[config.mk]
export PLATFORM = sky130hd
export DESIGN_NAME = busy_time_window_profiler_unit
export DESIGN_NICKNAME = d
export VERILOG_FILES = /design/src/hdl/btwp_pkg.sv /design/src/hdl/btwp_front.sv /design/src/hdl/btwp_queue.sv /design/src/hdl/btwp_back.sv /design/src/hdl/busy_time_window_profiler_unit.sv
export SDC_FILE = /design/constraint.sdc
export NUM_CORES = 2
export LEC_CHECK = 0
export BUFFER_PORTS_ARGS = -buffer_cell sky130_fd_sc_hd__buf_2
export CAP_MARGIN = 20
export CORE_MARGIN = 1
export CORE_UTILIZATION = 40
export DETAILED_ROUTE_END_ITERATION = 10
export SLEW_MARGIN = 40
export SYNTH_ARGS = -nofsm -noshare
export SYNTH_HDL_FRONTEND = slang
export SYNTH_SLANG_ARGS = --single-unit
export TNS_END_PERCENT = 30
[constraint.sdc]
create_clock -name clk -period 15.6 [get_ports clk]
set_input_delay 1.56 -clock clk [delete_from_list [all_inputs] [get_ports clk]]
set_output_delay 1.56 -clock clk [all_outputs]
set_load 0.02 [all_outputs]
[src/hdl/btwp_pkg.sv]
// ============================================================================
// Busy-time window profiler package
// Shared sizes, event and command codes, and the command record that travels
// from the front part through the queue to the back part.
// ============================================================================
package btwp_pkg;

    // Frame slot ring.
    localparam int SLOTS      = 16;
    localparam int SLOT_IDX_W = $clog2(SLOTS);
    localparam int SLOT_W     = 40;
    localparam int SUM_W      = SLOT_W + $clog2(SLOTS);

    // Timestamps, configuration and result sizes.
    localparam int TICK_W     = 32;
    localparam int OVH_W      = 16;
    localparam int VAL_W      = 48;
    localparam int FRAC_W     = 16;
    localparam int CFG_IDX_W  = 4;
    localparam int CFG_DATA_W = 32;

    // Millisecond scaling: ticks * 1000 * 2^16 / rate.
    localparam int SCALE_W = 10;
    localparam logic [SCALE_W-1:0] MS_SCALE = 10'd1000;
    localparam int PROD_W  = SUM_W + SCALE_W;
    localparam int DVD_W   = PROD_W + FRAC_W;
    localparam int HI_W    = DVD_W - VAL_W;
    localparam int DIV_W   = TICK_W + $clog2(SLOTS);
    localparam int CNT_W   = $clog2(VAL_W + 1);

    localparam logic [TICK_W-1:0] TICK_RATE_RESET = 32'd1000000;

    // Configuration register indexes.
    localparam logic [CFG_IDX_W-1:0] REG_OVERHEAD  = 4'd0;
    localparam logic [CFG_IDX_W-1:0] REG_TICK_RATE = 4'd1;

    // Event kinds.
    localparam logic [2:0] KIND_MARK   = 3'd0;
    localparam logic [2:0] KIND_LAP    = 3'd1;
    localparam logic [2:0] KIND_BEGIN  = 3'd2;
    localparam logic [2:0] KIND_END    = 3'd3;
    localparam logic [2:0] KIND_READ   = 3'd4;

    // Result kinds.
    localparam logic RES_LAP     = 1'b0;
    localparam logic RES_AVERAGE = 1'b1;

    // Command queue.
    localparam int QUEUE_DEPTH = 4;
    localparam int QPTR_W      = $clog2(QUEUE_DEPTH);
    localparam int QCNT_W      = $clog2(QUEUE_DEPTH + 1);

    typedef logic [1:0] cmd_op_t;
    localparam cmd_op_t CMD_LAP   = 2'd0;
    localparam cmd_op_t CMD_ACCUM = 2'd1;
    localparam cmd_op_t CMD_READ  = 2'd2;

    // One unit of work for the back part.
    typedef struct packed {
        cmd_op_t                 op;
        logic                    add;
        logic                    first;
        logic                    warm;
        logic [SLOT_IDX_W-1:0]   acc_slot;
        logic [SLOT_IDX_W-1:0]   clr_slot;
        logic [TICK_W-1:0]       ticks;
    } cmd_t;

endpackage

[src/hdl/btwp_front.sv]
// ============================================================================
// Busy-time window profiler front part
// Accepts events, keeps the reference time, block and ring bookkeeping, and
// turns laps, block ends and frame reads into commands for the back part.
// ============================================================================
module btwp_front
(
    input  logic                         clk,
    input  logic                         rst_n,
    input  logic                         event_valid,
    output logic                         event_stall,
    input  logic [2:0]                   kind,
    input  logic [btwp_pkg::TICK_W-1:0]  timestamp,
    input  logic [btwp_pkg::OVH_W-1:0]   overhead_ticks,
    input  logic                         queue_full,
    output logic                         push,
    output btwp_pkg::cmd_t               cmd
);
    import btwp_pkg::*;

    logic [TICK_W-1:0]     mark_time_reg,  mark_time_next;
    logic                  block_open_reg, block_open_next;
    logic [SLOT_IDX_W-1:0] slot_index_reg, slot_index_next;
    logic                  first_done_reg, first_done_next;
    logic                  wrapped_reg,    wrapped_next;

    logic                  accept;
    logic [TICK_W-1:0]     elapsed;
    logic [TICK_W-1:0]     ticks;
    logic [SLOT_IDX_W-1:0] next_slot;

    // The front part takes an event whenever the queue has room.
    assign event_stall = queue_full;
    assign accept      = event_valid && !queue_full;

    // Interval since the reference, less the overhead, floored at zero.
    assign elapsed = timestamp - mark_time_reg;
    assign ticks   = (elapsed > TICK_W'(overhead_ticks)) ?
                     (elapsed - TICK_W'(overhead_ticks)) : '0;

    assign next_slot = (slot_index_reg == SLOT_IDX_W'(SLOTS - 1)) ?
                       '0 : (slot_index_reg + 1'b1);

    // Event decoding and command building.
    always_comb
    begin
        mark_time_next  = mark_time_reg;
        block_open_next = block_open_reg;
        slot_index_next = slot_index_reg;
        first_done_next = first_done_reg;
        wrapped_next    = wrapped_reg;
        push            = 1'b0;
        cmd.op          = CMD_LAP;
        cmd.add         = 1'b0;
        cmd.first       = 1'b0;
        cmd.warm        = 1'b0;
        cmd.acc_slot    = slot_index_reg;
        cmd.clr_slot    = next_slot;
        cmd.ticks       = ticks;
        if (accept)
        begin
            unique case (kind)
                KIND_MARK:
                begin
                    mark_time_next = timestamp;
                end
                KIND_LAP:
                begin
                    mark_time_next = timestamp;
                    push           = 1'b1;
                end
                KIND_BEGIN:
                begin
                    if (!block_open_reg)
                    begin
                        mark_time_next  = timestamp;
                        block_open_next = 1'b1;
                    end
                end
                KIND_END:
                begin
                    if (block_open_reg)
                    begin
                        mark_time_next  = timestamp;
                        block_open_next = 1'b0;
                        cmd.op          = CMD_ACCUM;
                        push            = 1'b1;
                    end
                end
                KIND_READ:
                begin
                    cmd.op  = CMD_READ;
                    cmd.add = block_open_reg;
                    push    = 1'b1;
                    if (block_open_reg)
                    begin
                        mark_time_next  = timestamp;
                        block_open_next = 1'b0;
                    end
                    if (!first_done_reg)
                    begin
                        // The first read only clears the current slot.
                        cmd.first       = 1'b1;
                        cmd.clr_slot    = slot_index_reg;
                        first_done_next = 1'b1;
                    end
                    else
                    begin
                        slot_index_next = next_slot;
                        cmd.warm        = !wrapped_reg && (next_slot != '0);
                        if (!wrapped_reg && (next_slot == '0))
                        begin
                            wrapped_next = 1'b1;
                        end
                    end
                end
                default:
                begin
                end
            endcase
        end
    end

    always_ff @(posedge clk or negedge rst_n)
    begin
        if (!rst_n)
        begin
            mark_time_reg  <= '0;
            block_open_reg <= 1'b0;
            slot_index_reg <= '0;
            first_done_reg <= 1'b0;
            wrapped_reg    <= 1'b0;
        end
        else
        begin
            mark_time_reg  <= mark_time_next;
            block_open_reg <= block_open_next;
            slot_index_reg <= slot_index_next;
            first_done_reg <= first_done_next;
            wrapped_reg    <= wrapped_next;
        end
    end

endmodule

[src/hdl/btwp_queue.sv]
// ============================================================================
// Busy-time window profiler command queue
// A short first-in first-out store of commands that lets the front part keep
// taking events while the back part works through a division.
// ============================================================================
module btwp_queue
(
    input  logic            clk,
    input  logic            rst_n,
    input  logic            push,
    input  btwp_pkg::cmd_t  push_cmd,
    output logic            full,
    input  logic            pop,
    output btwp_pkg::cmd_t  head_cmd,
    output logic            not_empty
);
    import btwp_pkg::*;

    cmd_t              entry_reg [QUEUE_DEPTH];
    logic [QPTR_W-1:0] wr_ptr_reg;
    logic [QPTR_W-1:0] rd_ptr_reg;
    logic [QCNT_W-1:0] cnt_reg;

    assign full      = (cnt_reg == QCNT_W'(QUEUE_DEPTH));
    assign not_empty = (cnt_reg != '0);
    assign head_cmd  = entry_reg[rd_ptr_reg];

    // Pointer and fill bookkeeping.
    always_ff @(posedge clk or negedge rst_n)
    begin
        if (!rst_n)
        begin
            wr_ptr_reg <= '0;
            rd_ptr_reg <= '0;
            cnt_reg    <= '0;
        end
        else
        begin
            if (push)
            begin
                wr_ptr_reg <= (wr_ptr_reg == QPTR_W'(QUEUE_DEPTH - 1)) ?
                              '0 : (wr_ptr_reg + 1'b1);
            end
            if (pop)
            begin
                rd_ptr_reg <= (rd_ptr_reg == QPTR_W'(QUEUE_DEPTH - 1)) ?
                              '0 : (rd_ptr_reg + 1'b1);
            end
            if (push && !pop)
            begin
                cnt_reg <= cnt_reg + 1'b1;
            end
            else if (pop && !push)
            begin
                cnt_reg <= cnt_reg - 1'b1;
            end
        end
    end

    // Entry storage.
    always_ff @(posedge clk)
    begin
        if (push)
        begin
            entry_reg[wr_ptr_reg] <= push_cmd;
        end
    end

`ifndef NO_ASSERTIONS
    a_no_push_when_full: assert property (@(posedge clk) disable iff (!rst_n)
        push |-> !full)
        else $error("command pushed into a full queue");

    a_no_pop_when_empty: assert property (@(posedge clk) disable iff (!rst_n)
        pop |-> not_empty)
        else $error("command popped from an empty queue");
`endif

endmodule

[src/hdl/btwp_back.sv]
// ============================================================================
// Busy-time window profiler back part
// Runs commands: slot accumulation and clearing in the slot memory with a
// running window total, millisecond scaling, and a one bit per cycle divider
// feeding the result register.
// ============================================================================
module btwp_back
(
    input  logic                          clk,
    input  logic                          rst_n,
    input  btwp_pkg::cmd_t                head_cmd,
    input  logic                          not_empty,
    output logic                          pop,
    input  logic [btwp_pkg::TICK_W-1:0]   tick_rate,
    output logic                          result_valid,
    input  logic                          result_stall,
    output logic                          result_kind,
    output logic [btwp_pkg::VAL_W-1:0]    time_value,
    output logic                          warming_up
);
    import btwp_pkg::*;

    localparam logic [3:0] ST_IDLE   = 4'd0;
    localparam logic [3:0] ST_ACC_RD = 4'd1;
    localparam logic [3:0] ST_ACC_WR = 4'd2;
    localparam logic [3:0] ST_PREP   = 4'd3;
    localparam logic [3:0] ST_CLR_WR = 4'd4;
    localparam logic [3:0] ST_MUL    = 4'd5;
    localparam logic [3:0] ST_CHK    = 4'd6;
    localparam logic [3:0] ST_DIV    = 4'd7;
    localparam logic [3:0] ST_EMIT   = 4'd8;

    localparam logic [SLOT_W-1:0] SLOT_MAX = {SLOT_W{1'b1}};
    localparam logic [VAL_W-1:0]  VAL_MAX  = {VAL_W{1'b1}};

    logic [3:0]            state_reg, state_next;
    cmd_t                  cmd_reg;

    // Slot memory with per-entry valid bits; an invalid entry reads as zero.
    logic [SLOT_W-1:0]     slot_ticks_reg [SLOTS];
    logic [SLOTS-1:0]      slot_valid_reg;
    logic [SLOT_W-1:0]     rd_data_reg;
    logic                  rd_valid_reg;
    logic [SLOT_IDX_W-1:0] rd_addr;
    logic                  wr_en;

    logic [SUM_W-1:0]      total_reg;
    logic [SUM_W-1:0]      sum_reg;
    logic [PROD_W-1:0]     prod_reg;
    logic [DIV_W-1:0]      div_reg;
    logic [DIV_W-1:0]      rem_reg;
    logic [VAL_W-1:0]      lo_reg;
    logic [CNT_W-1:0]      cnt_reg;
    logic [VAL_W-1:0]      res_value_reg;
    logic                  res_warm_reg;
    logic                  result_valid_reg;
    logic                  result_kind_reg;
    logic [VAL_W-1:0]      time_value_reg;
    logic                  warming_up_reg;

    logic [SLOT_W-1:0]     old_ticks;
    logic [SLOT_W:0]       acc_sum;
    logic [SLOT_W-1:0]     acc_new;
    logic [TICK_W-1:0]     rate_eff;
    logic [DIV_W-1:0]      lap_div;
    logic [DIV_W-1:0]      avg_div;
    logic [SUM_W-1:0]      mul_operand;
    logic [PROD_W-1:0]     product;
    logic [DVD_W-1:0]      dividend;
    logic [HI_W-1:0]       dvd_hi;
    logic                  quot_ovf;
    logic [DIV_W:0]        trial;
    logic [DIV_W:0]        trial_diff;
    logic                  trial_ge;
    logic [DIV_W-1:0]      rem_step;
    logic                  no_divide;
    logic                  out_load;

    assign pop      = (state_reg == ST_IDLE) && not_empty;
    assign out_load = (state_reg == ST_EMIT) && (!result_valid_reg || !result_stall);

    // Read-modify-write of the current slot, saturating at the slot width.
    assign old_ticks = rd_valid_reg ? rd_data_reg : '0;
    assign acc_sum   = {1'b0, old_ticks} + (SLOT_W + 1)'(cmd_reg.ticks);
    assign acc_new   = acc_sum[SLOT_W] ? SLOT_MAX : acc_sum[SLOT_W-1:0];
    assign rd_addr   = (state_reg == ST_PREP) ? cmd_reg.clr_slot : cmd_reg.acc_slot;
    assign wr_en     = (state_reg == ST_ACC_WR);

    // A frame read with no average to give answers zero at once.
    assign no_divide = cmd_reg.first || cmd_reg.warm;

    // Scaling operands; a zero tick rate counts as one.
    assign rate_eff    = (tick_rate == '0) ? TICK_W'(1) : tick_rate;
    assign lap_div     = DIV_W'(rate_eff);
    assign avg_div     = DIV_W'(rate_eff) * DIV_W'(SLOTS);
    assign mul_operand = (cmd_reg.op == CMD_LAP) ? SUM_W'(cmd_reg.ticks) : sum_reg;
    assign product     = PROD_W'(mul_operand) * PROD_W'(MS_SCALE);

    // The quotient overflows the result width exactly when the upper part of
    // the dividend is not below the divisor.
    assign dividend = {prod_reg, {FRAC_W{1'b0}}};
    assign dvd_hi   = dividend[DVD_W-1:VAL_W];
    assign quot_ovf = (DIV_W'(dvd_hi) >= div_reg);

    // One restoring division step.
    assign trial      = {rem_reg, lo_reg[VAL_W-1]};
    assign trial_diff = trial - {1'b0, div_reg};
    assign trial_ge   = (trial >= {1'b0, div_reg});
    assign rem_step   = trial_ge ? trial_diff[DIV_W-1:0] : trial[DIV_W-1:0];

    // Sequencer.
    always_comb
    begin
        state_next = state_reg;
        unique case (state_reg)
            ST_IDLE:
            begin
                if (not_empty)
                begin
                    if (head_cmd.op == CMD_LAP)
                    begin
                        state_next = ST_MUL;
                    end
                    else if ((head_cmd.op == CMD_ACCUM) || head_cmd.add)
                    begin
                        state_next = ST_ACC_RD;
                    end
                    else
                    begin
                        state_next = ST_PREP;
                    end
                end
            end
            ST_ACC_RD:
            begin
                state_next = ST_ACC_WR;
            end
            ST_ACC_WR:
            begin
                state_next = (cmd_reg.op == CMD_READ) ? ST_PREP : ST_IDLE;
            end
            ST_PREP:
            begin
                state_next = ST_CLR_WR;
            end
            ST_CLR_WR:
            begin
                state_next = no_divide ? ST_EMIT : ST_MUL;
            end
            ST_MUL:
            begin
                state_next = ST_CHK;
            end
            ST_CHK:
            begin
                state_next = quot_ovf ? ST_EMIT : ST_DIV;
            end
            ST_DIV:
            begin
                if (cnt_reg == CNT_W'(1))
                begin
                    state_next = ST_EMIT;
                end
            end
            ST_EMIT:
            begin
                if (out_load)
                begin
                    state_next = ST_IDLE;
                end
            end
            default:
            begin
                state_next = ST_IDLE;
            end
        endcase
    end

    // Control state, valid bits, window total and result valid.
    always_ff @(posedge clk or negedge rst_n)
    begin
        if (!rst_n)
        begin
            state_reg        <= ST_IDLE;
            slot_valid_reg   <= '0;
            rd_valid_reg     <= 1'b0;
            total_reg        <= '0;
            result_valid_reg <= 1'b0;
        end
        else
        begin
            state_reg    <= state_next;
            rd_valid_reg <= slot_valid_reg[rd_addr];
            if (state_reg == ST_ACC_WR)
            begin
                slot_valid_reg[cmd_reg.acc_slot] <= 1'b1;
                total_reg <= total_reg + SUM_W'(acc_new) - SUM_W'(old_ticks);
            end
            else if (state_reg == ST_CLR_WR)
            begin
                slot_valid_reg[cmd_reg.clr_slot] <= 1'b0;
                total_reg <= total_reg - SUM_W'(old_ticks);
            end
            if (out_load)
            begin
                result_valid_reg <= 1'b1;
            end
            else if (!result_stall)
            begin
                result_valid_reg <= 1'b0;
            end
        end
    end

    // Slot memory: one write and one registered read a cycle.
    always_ff @(posedge clk)
    begin
        if (wr_en)
        begin
            slot_ticks_reg[cmd_reg.acc_slot] <= acc_new;
        end
        rd_data_reg <= slot_ticks_reg[rd_addr];
    end

    // Datapath registers.
    always_ff @(posedge clk)
    begin
        if (pop)
        begin
            cmd_reg <= head_cmd;
        end
        if (state_reg == ST_PREP)
        begin
            sum_reg <= total_reg;
        end
        if ((state_reg == ST_CLR_WR) && no_divide)
        begin
            res_value_reg <= '0;
            res_warm_reg  <= 1'b1;
        end
        if (state_reg == ST_MUL)
        begin
            prod_reg <= product;
            div_reg  <= (cmd_reg.op == CMD_LAP) ? lap_div : avg_div;
        end
        if (state_reg == ST_CHK)
        begin
            rem_reg       <= DIV_W'(dvd_hi);
            lo_reg        <= dividend[VAL_W-1:0];
            cnt_reg       <= CNT_W'(VAL_W);
            res_value_reg <= VAL_MAX;
            res_warm_reg  <= 1'b0;
        end
        if (state_reg == ST_DIV)
        begin
            rem_reg <= rem_step;
            lo_reg  <= {lo_reg[VAL_W-2:0], trial_ge};
            cnt_reg <= cnt_reg - 1'b1;
            if (cnt_reg == CNT_W'(1))
            begin
                res_value_reg <= {lo_reg[VAL_W-2:0], trial_ge};
            end
        end
        if (out_load)
        begin
            result_kind_reg <= (cmd_reg.op == CMD_LAP) ? RES_LAP : RES_AVERAGE;
            time_value_reg  <= res_value_reg;
            warming_up_reg  <= res_warm_reg;
        end
    end

    assign result_valid = result_valid_reg;
    assign result_kind  = result_kind_reg;
    assign time_value   = time_value_reg;
    assign warming_up   = warming_up_reg;

`ifndef NO_ASSERTIONS
    a_rem_below_divisor: assert property (@(posedge clk) disable iff (!rst_n)
        (state_reg == ST_DIV) |-> (rem_reg < div_reg))
        else $error("division remainder reached the divisor");

    a_div_ends_in_emit: assert property (@(posedge clk) disable iff (!rst_n)
        ((state_reg == ST_DIV) && (cnt_reg == CNT_W'(1))) |=> (state_reg == ST_EMIT))
        else $error("division did not finish after its last step");
`endif

endmodule

[src/hdl/busy_time_window_profiler_unit.sv]
// ============================================================================
// Busy-time window profiler
// Lap timing and a sixteen-frame average of busy time, reported in Q32.16
// milliseconds from timestamped events.
// ============================================================================
// Events enter a front part that takes one event per cycle while its
// four-entry command queue has room; marks, block begins and ignored events
// finish there in that cycle. Block ends cost the back part a slot read and
// write. A lap goes through the scaling multiply, an overflow check and the
// one bit per cycle divider, which runs 48 steps; a frame read first takes
// the window total and clears a slot, after adding any block that it
// closes. Warm-up reads and saturating results skip the division. A finished
// result waits in the output register while later events are queued.
// Configuration writes are always ready.
module busy_time_window_profiler_unit
(
    input  logic                             clk,
    input  logic                             rst_n,
    input  logic                             event_valid,
    output logic                             event_stall,
    input  logic [2:0]                       kind,
    input  logic [btwp_pkg::TICK_W-1:0]      timestamp,
    output logic                             result_valid,
    input  logic                             result_stall,
    output logic                             result_kind,
    output logic [btwp_pkg::VAL_W-1:0]       time_value,
    output logic                             warming_up,
    input  logic                             cfg_valid,
    output logic                             cfg_ready,
    input  logic [btwp_pkg::CFG_IDX_W-1:0]   cfg_index,
    input  logic [btwp_pkg::CFG_DATA_W-1:0]  cfg_data
);
    import btwp_pkg::*;

    logic [OVH_W-1:0]  overhead_reg;
    logic [TICK_W-1:0] tick_rate_reg;
    logic              queue_full;
    logic              push;
    cmd_t              push_cmd;
    logic              pop;
    cmd_t              head_cmd;
    logic              not_empty;

    // Configuration registers.
    assign cfg_ready = 1'b1;

    always_ff @(posedge clk or negedge rst_n)
    begin
        if (!rst_n)
        begin
            overhead_reg  <= '0;
            tick_rate_reg <= TICK_RATE_RESET;
        end
        else if (cfg_valid)
        begin
            case (cfg_index)
                REG_OVERHEAD:  overhead_reg  <= cfg_data[OVH_W-1:0];
                REG_TICK_RATE: tick_rate_reg <= cfg_data[TICK_W-1:0];
                default:
                begin
                end
            endcase
        end
    end

    // Event classification.
    btwp_front u_front
    (
        .clk            (clk),
        .rst_n          (rst_n),
        .event_valid    (event_valid),
        .event_stall    (event_stall),
        .kind           (kind),
        .timestamp      (timestamp),
        .overhead_ticks (overhead_reg),
        .queue_full     (queue_full),
        .push           (push),
        .cmd            (push_cmd)
    );

    // Command queue between the two parts.
    btwp_queue u_queue
    (
        .clk       (clk),
        .rst_n     (rst_n),
        .push      (push),
        .push_cmd  (push_cmd),
        .full      (queue_full),
        .pop       (pop),
        .head_cmd  (head_cmd),
        .not_empty (not_empty)
    );

    // Slot bookkeeping, scaling and division.
    btwp_back u_back
    (
        .clk          (clk),
        .rst_n        (rst_n),
        .head_cmd     (head_cmd),
        .not_empty    (not_empty),
        .pop          (pop),
        .tick_rate    (tick_rate_reg),
        .result_valid (result_valid),
        .result_stall (result_stall),
        .result_kind  (result_kind),
        .time_value   (time_value),
        .warming_up   (warming_up)
    );

endmodule

==> metrics.md <==
| Metric | Value |
|---|---|
| Number of synthesized flops with an enable pin | `1,135` |
| Mapped cell area | `71,440 um2` |
| Seq cells post-synth | `1,384` |
| Sum Neg Setup Slack | `0 ns` |
| Final net count | `6,135` |
| Fill cells | `15,670` |
| RSZ-0062 raised after global routing | `no` |
| Worst Reg2Reg Path Length in Cells | `28` |
| PortBufs | `127` |
| Drt drc | `0` |
| GP Congestion | `0.9275` |
| Final setup vio count | `0` |
| Die Span Y | `424.6 um` |
| Post-CTS sizing | `0` |
| WS Path Type | `register to register` |
| Reg-to-Reg End | `u_back.total_reg[43]` |
| H-tree levels | `4` |
| Post-CTS setup buffer count | `0` |
| Core area | `176,700 um2` |
| Hold Path End | `u_back.warming_up` |
| Hold Violations, Final | `0` |
| Most used cell, CP | `a21oi_1` |
| Compound-Gate Fraction of Synth Area | `0.09774` |
| Tcrit/Tclk final | `0.6260` |
| Outcome | `complete, no violations` |
| DR iter-0 viols | `3,651` |
| Pin count of the biggest net entering global routing | `96` |
| Antenna violations before repair | `1` |
| Yosys top cell by area | `edfxtp_1` |
| Clk Latency, worst-skew pair | `0.81 ns` |
| Critical path's largest stage delay | `0.69 ns` |
| Largest cells by area after synthesis | `edfxtp_1, mux4_2, ha_1` |
| Non-filler cells, final | `7,976` |
| Gr usage total | `0.1927` |
| Top-count cell post-synth | `edfxtp_1` |
| Max clock buf depth | `3` |
| Mux contribution to synthesized area | `0.09016` |
| Final wirelength | `173,800 um` |
| WL per Instance | `21.80 um` |
| Initial Util | `0.4043` |
| Total grt overflow | `0` |
| Worst R2R Setup Slack | `5.83 ns` |
| Most frequent cells after synthesis | `edfxtp_1, nand2_1, a21oi_1` |
| Max reg flops | `640` |
| TritonRoute pass-1 iters | `6` |
| Worst Hold Depth | `0` |
| Mapped Avg Cell Area | `13.34 um2` |
| First-pass GRT wire length | `266,600 um` |
| CTS tree | `yes` |
| Largest family of logic cells by synthesized area | `adder cells` |
| Max Clk Rate | `102.4 MHz` |
| Worst path slowest cell | `a2111oi_1` |
| Post-synth top area share | `0.4771` |
| CP Launch Type | `register` |
| RR Startpoint | `u_back.rd_valid_reg` |
| Layout cell share with drive strength beyond 1 | `0.1500` |
| Io pins | `129` |
| Dominant synthesized flop cell | `edfxtp_1` |
| Adder-Cell Fraction of Synth Area | `0.1190` |
| Crit path arrival time | `10.43 ns` |
| Fraction of registers with async set/reset | `0.1156` |
| CTS Root Cell | `clkbuf_16` |
| Antenna viol nets, final | `0` |
| CP required | `16.27 ns` |
| Vias in the first global route | `44,267` |
| Clock Skew | `0.04305 ns` |
| Crit path capture type | `register` |
| Slew Limit Fails | `0` |
| Post-synthesis xor/xnor area fraction | `0.02795` |
| Hold/Removal Path Class | `register to register` |
| Worst Tran Pin Value | `0.8762 ns` |
| Synth unique cells | `90` |
| Core Rows | `154` |
| Worst rel slew slack | `0.4159` |
| CTS Hold Bufs | `0` |
| Worst hold start | `u_back.res_warm_reg` |
| CTS clk-pin slew, worst paths | `0.06 ns` |
| Synthesis Warnings | `0` |
| Area Growth Syn to Fin | `12.16%` |
| Clk sinks | `1,384` |
| DR vias | `43,881` |
| Max-Cap Viols | `0` |
| Critical-path maximum fanout | `43` |
| Die area | `180,300 um2` |
| Cell count after synthesis | `5,355` |
| HPWL Detailed | `114,500 um` |
| Vias per cell | `5.502` |
| Sequential share of the synthesized area | `0.5582` |
| Critical path startpoint | `u_back.rd_valid_reg` |
| Min Tclk post-route | `9.765 ns` |
| Cells after DPL | `7,690` |
| Fraction of the mapped netlist area in simple logic gates | `0.07958` |
| Num CTS Buffers | `152` |
| Syn nets | `5,983` |
| Die X | `424.6 um` |
-- final cells by class --
class,instances,area (um2),area share
sequential,1384,39880,0.4977
timing repair buffer,191,1275,0.01591
clock buffer,205,4105,0.05123
clock inverter,77,887.1,0.01107
tap,2340,2928,0.03654
multi-input combinational,3472,29900,0.3732
inverter,306,1150,0.01435
antenna,1,2.502,0.00003123
-- layout by cell type, fill, tap and decap left out, types with 67 or more instances in the layout --
cell type	n
buf_2	126
dfrtp_1	151
xnor2_1	139
ha_1	340
mux4_2	209
clkbuf_16	154
fa_1	212
and2_1	98
o21ai_0	165
nand2_1	473
mux2_2	129
dfxtp_1	89
a211oi_1	79
a21oi_1	376
inv_1	304
edfxtp_1	1135
a21o_1	145
nor2_1	281
xor2_1	89
a31oi_1	79
nor3_1	67
-- stage by stage --
stage,worst slack [ns],hold slack [ns],utilization,area (um2)
floorplan,8.526,0.4082,-,71440
global placement,6.149,0.4134,0.4240,74920
detailed placement,6.011,0.4171,0.4248,75060
CTS,5.908,0.4227,0.4530,80050
global route,5.365,0.4354,0.4535,80130
finish,5.835,0.4272,0.4535,80130
-- how the worst max path moves through the flow --
stage                     cells past startpoint              endpoint  slack [ns]
after floorplan                              29  u_back.total_reg[36]        8.53
after global placement                       28  u_back.total_reg[43]        6.15
after detailed placement                     28  u_back.total_reg[43]        6.01
after CTS                                    28  u_back.total_reg[43]        5.91
after global routing                         28  u_back.total_reg[43]        5.37
final                                        28  u_back.total_reg[43]        5.83
-- critical path: cells and delay by family, from the launching register on --
family | cells | cell delay, ns
AOI/OAI and AO/OA | 14 | 4.81
muxes | 1 | 0.23
adders and majority gates | 4 | 1.63
xor gates and xnor gates | 1 | 0.12
DFF | 1 | 0.35
and+or+nand+nor | 6 | 1.72
buffers and inverters | 2 | 0.72
-- kinds of logic after synthesis --
logic type	after synthesis
compound gates	1096
other cells	1
buf+inv	499
simple gates	1229
xor+xnor	228
mux	366
flops	1384
fa+ha+maj	552
-- metal layers --
metal | vias up | share of wire | wire, um | global-route usage
li1 | 20304 | - | - | -
met2 | 1125 | 0.48 | 83120 | 0.3169
met1 | 22213 | 0.45 | 78450 | 0.2670
met5 | - | 0 | 0 | 0
met4 | 0 | 0.024 | 4210 | 0.05499
met3 | 239 | 0.046 | 8066 | 0.02518
Power is left out: the tool's default activity adds up to more than one toggle a clock period on the data nets, which glitch-free logic cannot reach.
